<file path="config.mk">
export PLATFORM = sky130hd
export DESIGN_NAME = baro_temp_pressure_compensator_flat
export DESIGN_NICKNAME = d
export VERILOG_FILES = /design/src/rtl/bpc_pkg.sv /design/src/rtl/bpc_in_if.sv /design/src/rtl/bpc_out_if.sv /design/src/rtl/baro_temp_pressure_compensator.sv /design/src/flat_wrapper.sv
export SDC_FILE = /design/constraint.sdc
export NUM_CORES = 2
export LEC_CHECK = 0
export ABC_AREA = 0
export ABC_CLOCK_PERIOD_IN_PS = 8500
export BUFFER_PORTS_ARGS = -buffer_cell sky130_fd_sc_hd__clkbuf_2
export CAP_MARGIN = 20
export CELL_PAD_IN_SITES_DETAIL_PLACEMENT = 0
export CELL_PAD_IN_SITES_GLOBAL_PLACEMENT = 1
export CORE_ASPECT_RATIO = 1.1
export CORE_UTILIZATION = 49
export CTS_CLUSTER_DIAMETER = 50
export DETAILED_ROUTE_END_ITERATION = 8
export HOLD_SLACK_MARGIN = 0.05
export PLACE_DENSITY = 0.78
export SLEW_MARGIN = 15
export SYNTH_ARGS = -nofsm -noshare
export SYNTH_HDL_FRONTEND = slang
export SYNTH_SLANG_ARGS = --single-unit
</file>
<file path="constraint.sdc">
create_clock -name i_clk -period 8.5 [get_ports i_clk]
set_input_delay 1.7 -clock i_clk [delete_from_list [all_inputs] [get_ports i_clk]]
set_output_delay 1.7 -clock i_clk [all_outputs]
set_load 0.005 [all_outputs]
</file>
<file path="src/rtl/bpc_pkg.sv">
// ----------------------------------------------------------------------------
// bpc_pkg
// Shared constants, register indexes and helpers for the barometric
// temperature/pressure compensator.
// ----------------------------------------------------------------------------
package bpc_pkg;

    localparam int DATA_W   = 32;
    localparam int DIGIT_W  = 4;
    localparam int CNT_W    = 5;
    localparam int PADDR_W  = 6;

    typedef logic [2:0] t_reg_idx;

    localparam t_reg_idx REG_CAL_A = 3'd0;
    localparam t_reg_idx REG_CAL_B = 3'd1;
    localparam t_reg_idx REG_CAL_C = 3'd2;
    localparam t_reg_idx REG_OSS   = 3'd3;
    localparam t_reg_idx REG_PER   = 3'd4;

    localparam logic [7:0]  CMD_TEMP      = 8'h2e;
    localparam logic [7:0]  CMD_PRES_BASE = 8'h34;
    localparam logic [31:0] K_B6_OFS      = 32'd4000;
    localparam logic [31:0] K_P_SQ        = 32'd3038;
    localparam logic [31:0] K_P_LIN       = 32'd7357;
    localparam logic [31:0] K_P_OFS       = 32'd3791;
    localparam logic [31:0] K_B7_SCALE    = 32'd50000;
    localparam logic [31:0] K_B4_OFS      = 32'd32768;
    localparam logic [31:0] K_SIGN       = 32'h80000000;
    localparam logic [31:0] K_P_MAX       = 32'd262143;

    typedef logic [DATA_W-1:0] t_word;

    function automatic t_word asr(input t_word v, input int n);
        asr = t_word'($signed(v) >>> n);
    endfunction

    function automatic t_word sx16(input logic [15:0] v);
        sx16 = {{16{v[15]}}, v};
    endfunction

    function automatic t_word mag(input t_word v);
        mag = v[DATA_W-1] ? (t_word'(0) - v) : v;
    endfunction

endpackage

</file>
<file path="src/rtl/bpc_in_if.sv">
// ----------------------------------------------------------------------------
// bpc_in_if
// Request channel carrying one raw sensor reading.
// ----------------------------------------------------------------------------
interface bpc_in_if;
    logic        valid;
    logic        ready;
    logic [23:0] raw_reading;

    modport source (output valid, output raw_reading, input ready);
    modport sink   (input valid, input raw_reading, output ready);
endinterface

</file>
<file path="src/rtl/bpc_out_if.sv">
// ----------------------------------------------------------------------------
// bpc_out_if
// Result channel carrying compensated temperature and pressure.
// ----------------------------------------------------------------------------
interface bpc_out_if;
    logic               valid;
    logic               ready;
    logic               updated_kind;
    logic signed [15:0] temperature_tenths;
    logic [17:0]        pressure_pa;
    logic [7:0]         next_command;

    modport source (output valid, output updated_kind, output temperature_tenths,
                    output pressure_pa, output next_command, input ready);
    modport sink   (input valid, input updated_kind, input temperature_tenths,
                    input pressure_pa, input next_command, output ready);
endinterface

</file>
<file path="src/rtl/baro_temp_pressure_compensator.sv">
// ----------------------------------------------------------------------------
// baro_temp_pressure_compensator
// Integer temperature and pressure compensation of raw barometer readings.
// ----------------------------------------------------------------------------
// i_req carries one raw 24-bit reading per request; o_rsp returns one result
// per request: the kind updated, last temperature (0.1 degree), last pressure
// (Pa) and the control byte for the next conversion. Calibration, oversampling
// and the temperature period must be written by the user over the APB-style
// port only while idle; the block itself does not enforce this. One request
// is worked on at a time. Every product runs through one 32-bit multiplier
// taking a 4-bit digit per cycle, every quotient through one restoring divider
// taking one quotient bit per cycle. A temperature result needs one product
// and one division, a pressure result ten products plus one division; a zero
// divisor skips the division. The next request can be taken in the cycle
// after the result is loaded, even while that result waits in the output
// register; if the receiver stalls, the next result waits in the sequencer.
// Reset clears the calibration, sets the period to one and restarts with a
// temperature reading; the kept B5 term, temperature and pressure read zero.
// ----------------------------------------------------------------------------
module baro_temp_pressure_compensator
    import bpc_pkg::*;
#(
    parameter int PHASE_COUNT_BITS = 8
) (
    input  logic               i_clk,
    input  logic               i_rst_n,
    bpc_in_if.sink             i_req,
    bpc_out_if.source          o_rsp,
    input  logic               psel,
    input  logic               penable,
    input  logic               pwrite,
    input  logic [PADDR_W-1:0] paddr,
    input  logic [63:0]        pwdata,
    output logic [63:0]        prdata,
    output logic               pready
);

    typedef enum logic [4:0] {
        S_IDLE = 5'b00001,
        S_EXEC = 5'b00010,
        S_MUL  = 5'b00100,
        S_DIV  = 5'b01000,
        S_DONE = 5'b10000
    } t_state;

    // temperature steps 0..3, pressure steps 4..15
    localparam logic [3:0] T0 = 4'd0, T1 = 4'd1, T2 = 4'd2, T3 = 4'd3;
    localparam logic [3:0] P0 = 4'd4, P1 = 4'd5, P2 = 4'd6, P3 = 4'd7;
    localparam logic [3:0] P4 = 4'd8, P5 = 4'd9, P6 = 4'd10, P7 = 4'd11;
    localparam logic [3:0] P8 = 4'd12, P9 = 4'd13, P10 = 4'd14, P11 = 4'd15;

    t_state r_state;
    logic [3:0] r_step;
    logic [CNT_W-1:0] r_cnt;

    logic [63:0] r_cal_a, r_cal_b;
    logic [31:0] r_cal_c;
    logic [1:0]  r_oss;
    logic [7:0]  r_period;

    logic [PHASE_COUNT_BITS-1:0] r_phase;
    logic [23:0] r_raw;
    logic        r_kind;
    logic [7:0]  r_cmd;
    t_word       r_b5;
    logic [15:0] r_temp;
    logic [17:0] r_pres;

    t_word r_x1, r_b6, r_sq, r_b3, r_b4, r_b7, r_p;
    t_word r_ma, r_mb, r_mr;
    t_word r_dq, r_rem, r_dv, r_q;
    logic  r_neg;

    logic        r_ov;
    logic        r_o_kind;
    logic [15:0] r_o_temp;
    logic [17:0] r_o_pres;
    logic [7:0]  r_o_cmd;

    // calibration words
    t_word ac1, ac2, ac3, ac4, ac5, ac6, b1, b2, mc, md;
    assign ac1 = sx16(r_cal_a[15:0]);
    assign ac2 = sx16(r_cal_a[31:16]);
    assign ac3 = sx16(r_cal_a[47:32]);
    assign ac4 = {16'd0, r_cal_a[63:48]};
    assign ac5 = {16'd0, r_cal_b[15:0]};
    assign ac6 = {16'd0, r_cal_b[31:16]};
    assign b1  = sx16(r_cal_b[47:32]);
    assign b2  = sx16(r_cal_b[63:48]);
    assign mc  = sx16(r_cal_c[15:0]);
    assign md  = sx16(r_cal_c[31:16]);

    // configuration port
    logic     cfg_wr;
    t_reg_idx cfg_idx;
    assign pready  = 1'b1;
    assign cfg_wr  = psel && penable && pwrite;
    assign cfg_idx = paddr[5:3];

    always_comb begin
        case (cfg_idx)
            REG_CAL_A: prdata = r_cal_a;
            REG_CAL_B: prdata = r_cal_b;
            REG_CAL_C: prdata = {32'd0, r_cal_c};
            REG_OSS:   prdata = {62'd0, r_oss};
            REG_PER:   prdata = {56'd0, r_period};
            default:   prdata = 64'd0;
        endcase
    end

    // phase decision on request
    logic [7:0] period_eff, pcmd;
    logic       req_take;
    assign period_eff = (r_period == 8'd0) ? 8'd1 : r_period;
    assign pcmd       = CMD_PRES_BASE + {r_oss, 6'd0};
    assign req_take   = i_req.valid && i_req.ready;
    assign i_req.ready = (r_state == S_IDLE);

    // datapath helpers
    t_word up, x3a, x3b, t_raw, p_new, den, div_ge_sub;
    logic [32:0] div_t;
    logic        div_ge;
    assign up    = {8'd0, r_raw} >> (4'd8 - {2'd0, r_oss});
    assign x3a   = r_x1 + asr(r_mr, 11);
    assign x3b   = asr(r_x1 + asr(r_mr, 16) + 32'd2, 2);
    assign t_raw = asr(r_b5 + 32'd8, 4);
    assign p_new = r_p + asr(r_x1 + asr(t_word'(0) - r_mr, 16) + K_P_OFS, 4);
    assign den   = r_x1 + md;
    assign div_t = {r_rem, r_dq[DATA_W-1]};
    assign div_ge = (div_t >= {1'b0, r_dv});
    assign div_ge_sub = t_word'(div_t - {1'b0, r_dv});

    always_ff @(posedge i_clk) begin
        if (!i_rst_n) begin
            r_state  <= S_IDLE;
            r_step   <= T0;
            r_cnt    <= '0;
            r_cal_a  <= '0;
            r_cal_b  <= '0;
            r_cal_c  <= '0;
            r_oss    <= '0;
            r_period <= 8'd1;
            r_phase  <= '0;
            r_b5     <= '0;
            r_temp   <= '0;
            r_pres   <= '0;
            r_ov     <= 1'b0;
        end else begin
            if (cfg_wr) begin
                case (cfg_idx)
                    REG_CAL_A: r_cal_a  <= pwdata;
                    REG_CAL_B: r_cal_b  <= pwdata;
                    REG_CAL_C: r_cal_c  <= pwdata[31:0];
                    REG_OSS:   r_oss    <= pwdata[1:0];
                    REG_PER:   r_period <= pwdata[7:0];
                    default: ;
                endcase
            end
            if (r_ov && o_rsp.ready) begin
                r_ov <= 1'b0;
            end

            case (r_state)
                S_IDLE: begin
                    if (req_take) begin
                        r_raw   <= i_req.raw_reading;
                        r_state <= S_EXEC;
                        if (r_phase == '0) begin
                            r_kind  <= 1'b0;
                            r_cmd   <= pcmd;
                            r_step  <= T0;
                            r_phase <= PHASE_COUNT_BITS'(1);
                        end else if (16'(r_phase) == 16'(period_eff)) begin
                            r_kind  <= 1'b1;
                            r_cmd   <= CMD_TEMP;
                            r_step  <= P0;
                            r_phase <= '0;
                        end else begin
                            r_kind  <= 1'b1;
                            r_cmd   <= pcmd;
                            r_step  <= P0;
                            r_phase <= r_phase + PHASE_COUNT_BITS'(1);
                        end
                    end
                end
                S_EXEC: begin
                    r_step <= r_step + 4'd1;
                    r_cnt  <= '0;
                    r_mr   <= '0;
                    r_state <= S_MUL;
                    case (r_step)
                        T0: begin
                            r_ma <= {16'd0, r_raw[23:8]} - ac6;
                            r_mb <= ac5;
                        end
                        T1: begin
                            r_x1    <= asr(r_mr, 15);
                            r_state <= S_EXEC;
                        end
                        T2: begin
                            // zero divisor gives all ones
                            if (den == '0) begin
                                r_q     <= '1;
                                r_state <= S_EXEC;
                            end else begin
                                r_dq    <= mag({mc[20:0], 11'd0});
                                r_dv    <= mag(den);
                                r_neg   <= mc[20] ^ den[DATA_W-1];
                                r_rem   <= '0;
                                r_state <= S_DIV;
                            end
                        end
                        T3: begin
                            r_b5    <= r_x1 + r_q;
                            r_state <= S_DONE;
                        end
                        P0: begin
                            r_b6 <= r_b5 - K_B6_OFS;
                            r_ma <= r_b5 - K_B6_OFS;
                            r_mb <= r_b5 - K_B6_OFS;
                        end
                        P1: begin
                            r_sq <= asr(r_mr, 12);
                            r_ma <= b2;
                            r_mb <= asr(r_mr, 12);
                        end
                        P2: begin
                            r_x1 <= asr(r_mr, 11);
                            r_ma <= ac2;
                            r_mb <= r_b6;
                        end
                        P3: begin
                            r_b3 <= asr(((ac1 << 2) + x3a << r_oss) + 32'd2, 2);
                            r_ma <= ac3;
                            r_mb <= r_b6;
                        end
                        P4: begin
                            r_x1 <= asr(r_mr, 13);
                            r_ma <= b1;
                            r_mb <= r_sq;
                        end
                        P5: begin
                            r_ma <= ac4;
                            r_mb <= x3b + K_B4_OFS;
                        end
                        P6: begin
                            r_b4 <= r_mr >> 15;
                            r_ma <= up - r_b3;
                            r_mb <= K_B7_SCALE >> r_oss;
                        end
                        P7: begin
                            r_b7 <= r_mr;
                            if (r_b4 == '0) begin
                                r_q     <= '1;
                                r_state <= S_EXEC;
                            end else begin
                                r_dq    <= (r_mr < K_SIGN) ? (r_mr << 1) : r_mr;
                                r_dv    <= r_b4;
                                r_neg   <= 1'b0;
                                r_rem   <= '0;
                                r_state <= S_DIV;
                            end
                        end
                        P8: begin
                            r_p  <= (r_b7 < K_SIGN) ? r_q : (r_q << 1);
                            r_ma <= asr((r_b7 < K_SIGN) ? r_q : (r_q << 1), 8);
                            r_mb <= asr((r_b7 < K_SIGN) ? r_q : (r_q << 1), 8);
                        end
                        P9: begin
                            r_ma <= r_mr;
                            r_mb <= K_P_SQ;
                        end
                        P10: begin
                            r_x1 <= asr(r_mr, 16);
                            r_ma <= r_p;
                            r_mb <= K_P_LIN;
                        end
                        P11: begin
                            if (p_new[DATA_W-1]) begin
                                r_pres <= '0;
                            end else if (p_new > K_P_MAX) begin
                                r_pres <= '1;
                            end else begin
                                r_pres <= p_new[17:0];
                            end
                            r_state <= S_DONE;
                        end
                        default: r_state <= S_DONE;
                    endcase
                end
                S_MUL: begin
                    // one 4-bit digit of the multiplier per cycle
                    r_mr  <= r_mr + r_ma * {28'd0, r_mb[DIGIT_W-1:0]};
                    r_ma  <= r_ma << DIGIT_W;
                    r_mb  <= r_mb >> DIGIT_W;
                    r_cnt <= r_cnt + CNT_W'(1);
                    if (r_cnt == CNT_W'(DATA_W / DIGIT_W - 1)) begin
                        r_state <= S_EXEC;
                    end
                end
                S_DIV: begin
                    r_rem <= div_ge ? div_ge_sub : div_t[DATA_W-1:0];
                    r_dq  <= {r_dq[DATA_W-2:0], div_ge};
                    r_cnt <= r_cnt + CNT_W'(1);
                    if (r_cnt == CNT_W'(DATA_W - 1)) begin
                        r_q <= r_neg ? (t_word'(0) - {r_dq[DATA_W-2:0], div_ge})
                                     : {r_dq[DATA_W-2:0], div_ge};
                        r_state <= S_EXEC;
                    end
                end
                S_DONE: begin
                    if (!r_kind) begin
                        if ($signed(t_raw) > 32'sd32767) begin
                            r_temp <= 16'h7fff;
                        end else if ($signed(t_raw) < -32'sd32768) begin
                            r_temp <= 16'h8000;
                        end else begin
                            r_temp <= t_raw[15:0];
                        end
                    end
                    r_state <= S_DONE;
                    if (!r_ov || o_rsp.ready) begin
                        r_ov    <= 1'b1;
                        r_state <= S_IDLE;
                    end
                end
                default: r_state <= S_IDLE;
            endcase
        end
    end

    // result register, temperature saturated in the same cycle it is loaded
    logic [15:0] temp_out;
    always_comb begin
        if (r_kind) begin
            temp_out = r_temp;
        end else if ($signed(t_raw) > 32'sd32767) begin
            temp_out = 16'h7fff;
        end else if ($signed(t_raw) < -32'sd32768) begin
            temp_out = 16'h8000;
        end else begin
            temp_out = t_raw[15:0];
        end
    end

    always_ff @(posedge i_clk) begin
        if (r_state == S_DONE && (!r_ov || o_rsp.ready)) begin
            r_o_kind <= r_kind;
            r_o_temp <= temp_out;
            r_o_pres <= r_pres;
            r_o_cmd  <= r_cmd;
        end
    end

    assign o_rsp.valid              = r_ov;
    assign o_rsp.updated_kind       = r_o_kind;
    assign o_rsp.temperature_tenths = r_o_temp;
    assign o_rsp.pressure_pa        = r_o_pres;
    assign o_rsp.next_command       = r_o_cmd;

endmodule

</file>
<file path="src/flat_wrapper.sv">
// flat-port wrapper written by rule: the top's interface ports become plain ports
module baro_temp_pressure_compensator_flat import bpc_pkg::*;
#(
    parameter int PHASE_COUNT_BITS = 8
)
  (i_clk, i_rst_n, psel, penable, pwrite, paddr, pwdata, prdata, pready, i_req_valid, i_req_raw_reading, i_req_ready, o_rsp_valid, o_rsp_updated_kind, o_rsp_temperature_tenths, o_rsp_pressure_pa, o_rsp_next_command, o_rsp_ready);
  bpc_in_if i_req_i ();
  bpc_out_if o_rsp_i ();
  input  logic i_clk;
  input  logic i_rst_n;
  input  logic psel;
  input  logic penable;
  input  logic pwrite;
  input  logic [PADDR_W-1:0] paddr;
  input  logic [63:0] pwdata;
  output logic [63:0] prdata;
  output logic pready;
  input wire logic [$bits(i_req_i.valid)-1:0] i_req_valid;
  input wire logic [$bits(i_req_i.raw_reading)-1:0] i_req_raw_reading;
  output wire logic [$bits(i_req_i.ready)-1:0] i_req_ready;
  output wire logic [$bits(o_rsp_i.valid)-1:0] o_rsp_valid;
  output wire logic [$bits(o_rsp_i.updated_kind)-1:0] o_rsp_updated_kind;
  output wire logic [$bits(o_rsp_i.temperature_tenths)-1:0] o_rsp_temperature_tenths;
  output wire logic [$bits(o_rsp_i.pressure_pa)-1:0] o_rsp_pressure_pa;
  output wire logic [$bits(o_rsp_i.next_command)-1:0] o_rsp_next_command;
  input wire logic [$bits(o_rsp_i.ready)-1:0] o_rsp_ready;
  assign i_req_i.valid = i_req_valid;
  assign i_req_i.raw_reading = i_req_raw_reading;
  assign i_req_ready = i_req_i.ready;
  assign o_rsp_valid = o_rsp_i.valid;
  assign o_rsp_updated_kind = o_rsp_i.updated_kind;
  assign o_rsp_temperature_tenths = o_rsp_i.temperature_tenths;
  assign o_rsp_pressure_pa = o_rsp_i.pressure_pa;
  assign o_rsp_next_command = o_rsp_i.next_command;
  assign o_rsp_i.ready = o_rsp_ready;
  baro_temp_pressure_compensator #(.PHASE_COUNT_BITS(PHASE_COUNT_BITS)) u_core (.i_clk(i_clk), .i_rst_n(i_rst_n), .i_req(i_req_i), .o_rsp(o_rsp_i), .psel(psel), .penable(penable), .pwrite(pwrite), .paddr(paddr), .pwdata(pwdata), .prdata(prdata), .pready(pready));
endmodule
</file>
==> flow_summary.toml <==
[cells_and_area]
areaGrowthSynthToFinish_pct = 11.6
layout.cells.non_filler = 7340
drive_gt1_share_pct = 10.8
nets = 6409
fill_cells = 9554

[timing]
period_minus_slack_ns = 7.81
relSlewSlack_pct = 6.27
drv_slew = 0
grt_setup_unrepaired = "false"
setup_viol = 0
hold_viol_final = 0
finClkSkew_ns = 0.0435
max_freq_mhz = 128
tightest_slew_ns = 1.39
period_share_pct = 91.9
fin_tns_setup_ns = 0

[synth]
synthFlopType = "edfxtp_1"
synthCells = 5765
synthArstFlopShare_pct = 0
ys_ff_latch = 701
yosysUniqueCellTypes = 110
seq_area_frac_synth_pct = 36.2
ys_warn_count = 0
syn_area_per_cell_um2 = 8.84
synth_edf_count = 442
syn_area_um2 = 51000

[die]
die_h_um = 340
fp.coreArea_um2 = 103000
rows = 123
die_area_um2 = 105000
io_pins = 211
initial_core_util_pct = 49.6
die_x_um = 309

[cts]
cts_sinks = 701
cts-root-buf = "clkbuf_16"
clkLatencyLatePin_ns = 0.71
cts_setup_buffers = 0
cts_buffers = 95
cts_max_path_buffers = 3
cts_max_level = 3
cts_resized = 0
cts_tree = "done"
path_clk_slew_ns = 0.06
cts_hold_buf = 0

[worst_setup_path]
worstSetupEndpointType = "flip-flop"
critPathMostFrequentCell = "ha_1"
cpPeakStageDelay_ns = 0.52
cp_slowest_cell = "edfxtp_1"
start_kind = "flip-flop"
ff2ff_setup_slack_ns = 0.69
rr_startpoint = "u_core.r_mr[0]"
reg2reg_depth = 34
arrival_ns = 8.38
critPathKind = "flip-flop to flip-flop"
path_max_fanout = 18
crit_required_ns = 9.07
worstReg2RegEnd = "u_core.r_pres[14]"

[pwr]
irDropWorstVdd_uv = 168
p_per_area_nw_per_um2 = 194
p_leak_uw = 0.0223

[global_route]
grt_pass1_vias = 42400
grt.total_usage_pct = 35.6
overflow = 0
grt_max_degree = 91
antenna_found_initial = 8
grt_pass1_wl_um = 278000

[placed_design]
dp_hpwl_um = 142000
dp.cells = 7155
portBuffers = 199
gp_congestion = 1.02

[route]
drt_iter0_markers = 5350
vias_per_cell = 6.24
postRouteWirelength_um = 190000
drt-wirelength-per-cell_um = 25.9
drtPass1Iterations = 7
vias = 45800
route.detailed.drc = 0
ant_nets = 0

[hold_path]
hold_path_depth = 0
hp-class = "flip-flop to flip-flop"
min_to = "u_core.o_rsp.pressure_pa[11]"
hold_start = "u_core.r_pres[11]"

[flow_run]
maxCapViolations = 0

[status]
status = "finished clean"
kinds of logic after synthesis:
logic type	count (synthesis)	share of synthesized area [%]
adders and majority gates	429	12.2
DFF	701	36.2
other	2	0.0147
xor gates and xnor gates	316	5.45
buffers and inverters	617	4.63
muxes	186	3.89
AOI/OAI and AO/OA	1570	20.2
and+or+nand+nor	1944	17.4
through the flow:
stage               hold WS (ns)  power, uW  setup WS, ns  instance area, um^2  utilization [%]
floorplan                  0.400       6030         0.807                51000                -
global placement           0.428       6900         0.525                53500             52.2
detailed placement         0.425       6920         0.417                53600             52.2
CTS                        0.443      11000         0.355                56800             55.3
global route               0.449      11500        0.0426                56900             55.4
finish                     0.446      11000         0.689                56900             55.4
placed cells by master, fill, tap and decap left out, drive strengths merged, types with 62 or more instances in the layout:
cell,Yosys,final
nand2,818,818
a21oi,485,485
nor2,469,469
edfxtp,442,442
clkbuf,271,320
ha,316,316
inv,294,312
o21ai,297,297
dfxtp,259,259
xnor2,198,198
buf,52,130
nor3,128,128
mux2i,121,121
xor2,118,118
fa,113,113
nand3,110,110
a21o,107,107
and2,88,88
a211oi,67,67
a31oi,63,63
mux2,62,62
cell type report:
class	instances	area, um^2	area share (%)
antenna	5	12.5	0.0220
clock inverter	57	666	1.17
clock buffer	121	2570	4.51
inverter	294	1110	1.95
timing repair buffer	329	2000	3.51
multi-input combinational	4458	30300	53.4
sequential	701	18500	32.5
tap	1375	1720	3.03
registers in the layout, indices dropped and copies added (netlist names), 21 cells and up:
signal,flops
u_core.r_cal_a,64
u_core.r_cal_b,64
u_core.r_b5,32
u_core.r_b6,32
u_core.r_cal_c,32
u_core.r_dq,32
u_core.r_dv,32
u_core.r_ma,32
u_core.r_mb,32
u_core.r_mr,32
u_core.r_p,32
u_core.r_q,32
u_core.r_rem,32
u_core.r_b3,30
u_core.r_x1,21
power by group:
group | internal, uW | leakage [uW] | switching [uW] | total (uW)
clock network | 2370 | 0.00153 | 1720 | 4090
registers | 3740 | 0.00614 | 99.3 | 3840
logic | 1180 | 0.0146 | 1910 | 3090
worst max path at each step:
stage / startpoint / endpoint / slack, ns / cells after the start
after CTS: u_core.r_mr[0] / u_core.r_pres[14] / 0.36 / 33
after global placement: u_core.r_mr[0] / u_core.r_pres[1] / 0.52 / 34
after floorplan: u_core.r_mr[15] / u_core.r_pres[10] / 0.81 / 33
after global routing: u_core.r_mr[9] / u_core.r_pres[10] / 0.04 / 33
after detailed placement: u_core.r_mr[0] / u_core.r_pres[14] / 0.42 / 33
final: u_core.r_mr[0] / u_core.r_pres[14] / 0.69 / 34
worst max-delay path: cells and delay by family, from the launching register on:
family	cells	cell delay [ns]
buffers and inverters	2	0.38
adder cells (fa/ha/maj)	3	1.01
AO/OA/AOI/OAI	14	2.75
XOR/XNOR	2	0.44
flip-flops	1	0.52
AND/OR/NAND/NOR	13	2.55
routing by layer:
layer,part of all wire [%],up-vias,track usage [%]
met4,6.9,10,21.2
li1,-,21100,-
met5,0.037,-,0.182
met2,43,2269,53.9
met1,40,21900,46.2
met3,9.9,495,8.28
cell usage after synthesis (all sizes together), types with 121 or more instances:
cell    number  area [um^2]
clkbuf     271         1020
edfxtp     442        13300
nand2      818         3070
a21oi      485         2440
nor3       128          651
mux2i      121         1210
nor2       469         1770
xnor2      198         1740
inv        294         1100
ha         316         3950
dfxtp      259         5180
o21ai      297         1490
No activity file was read; power rests on OpenSTA's default activity.
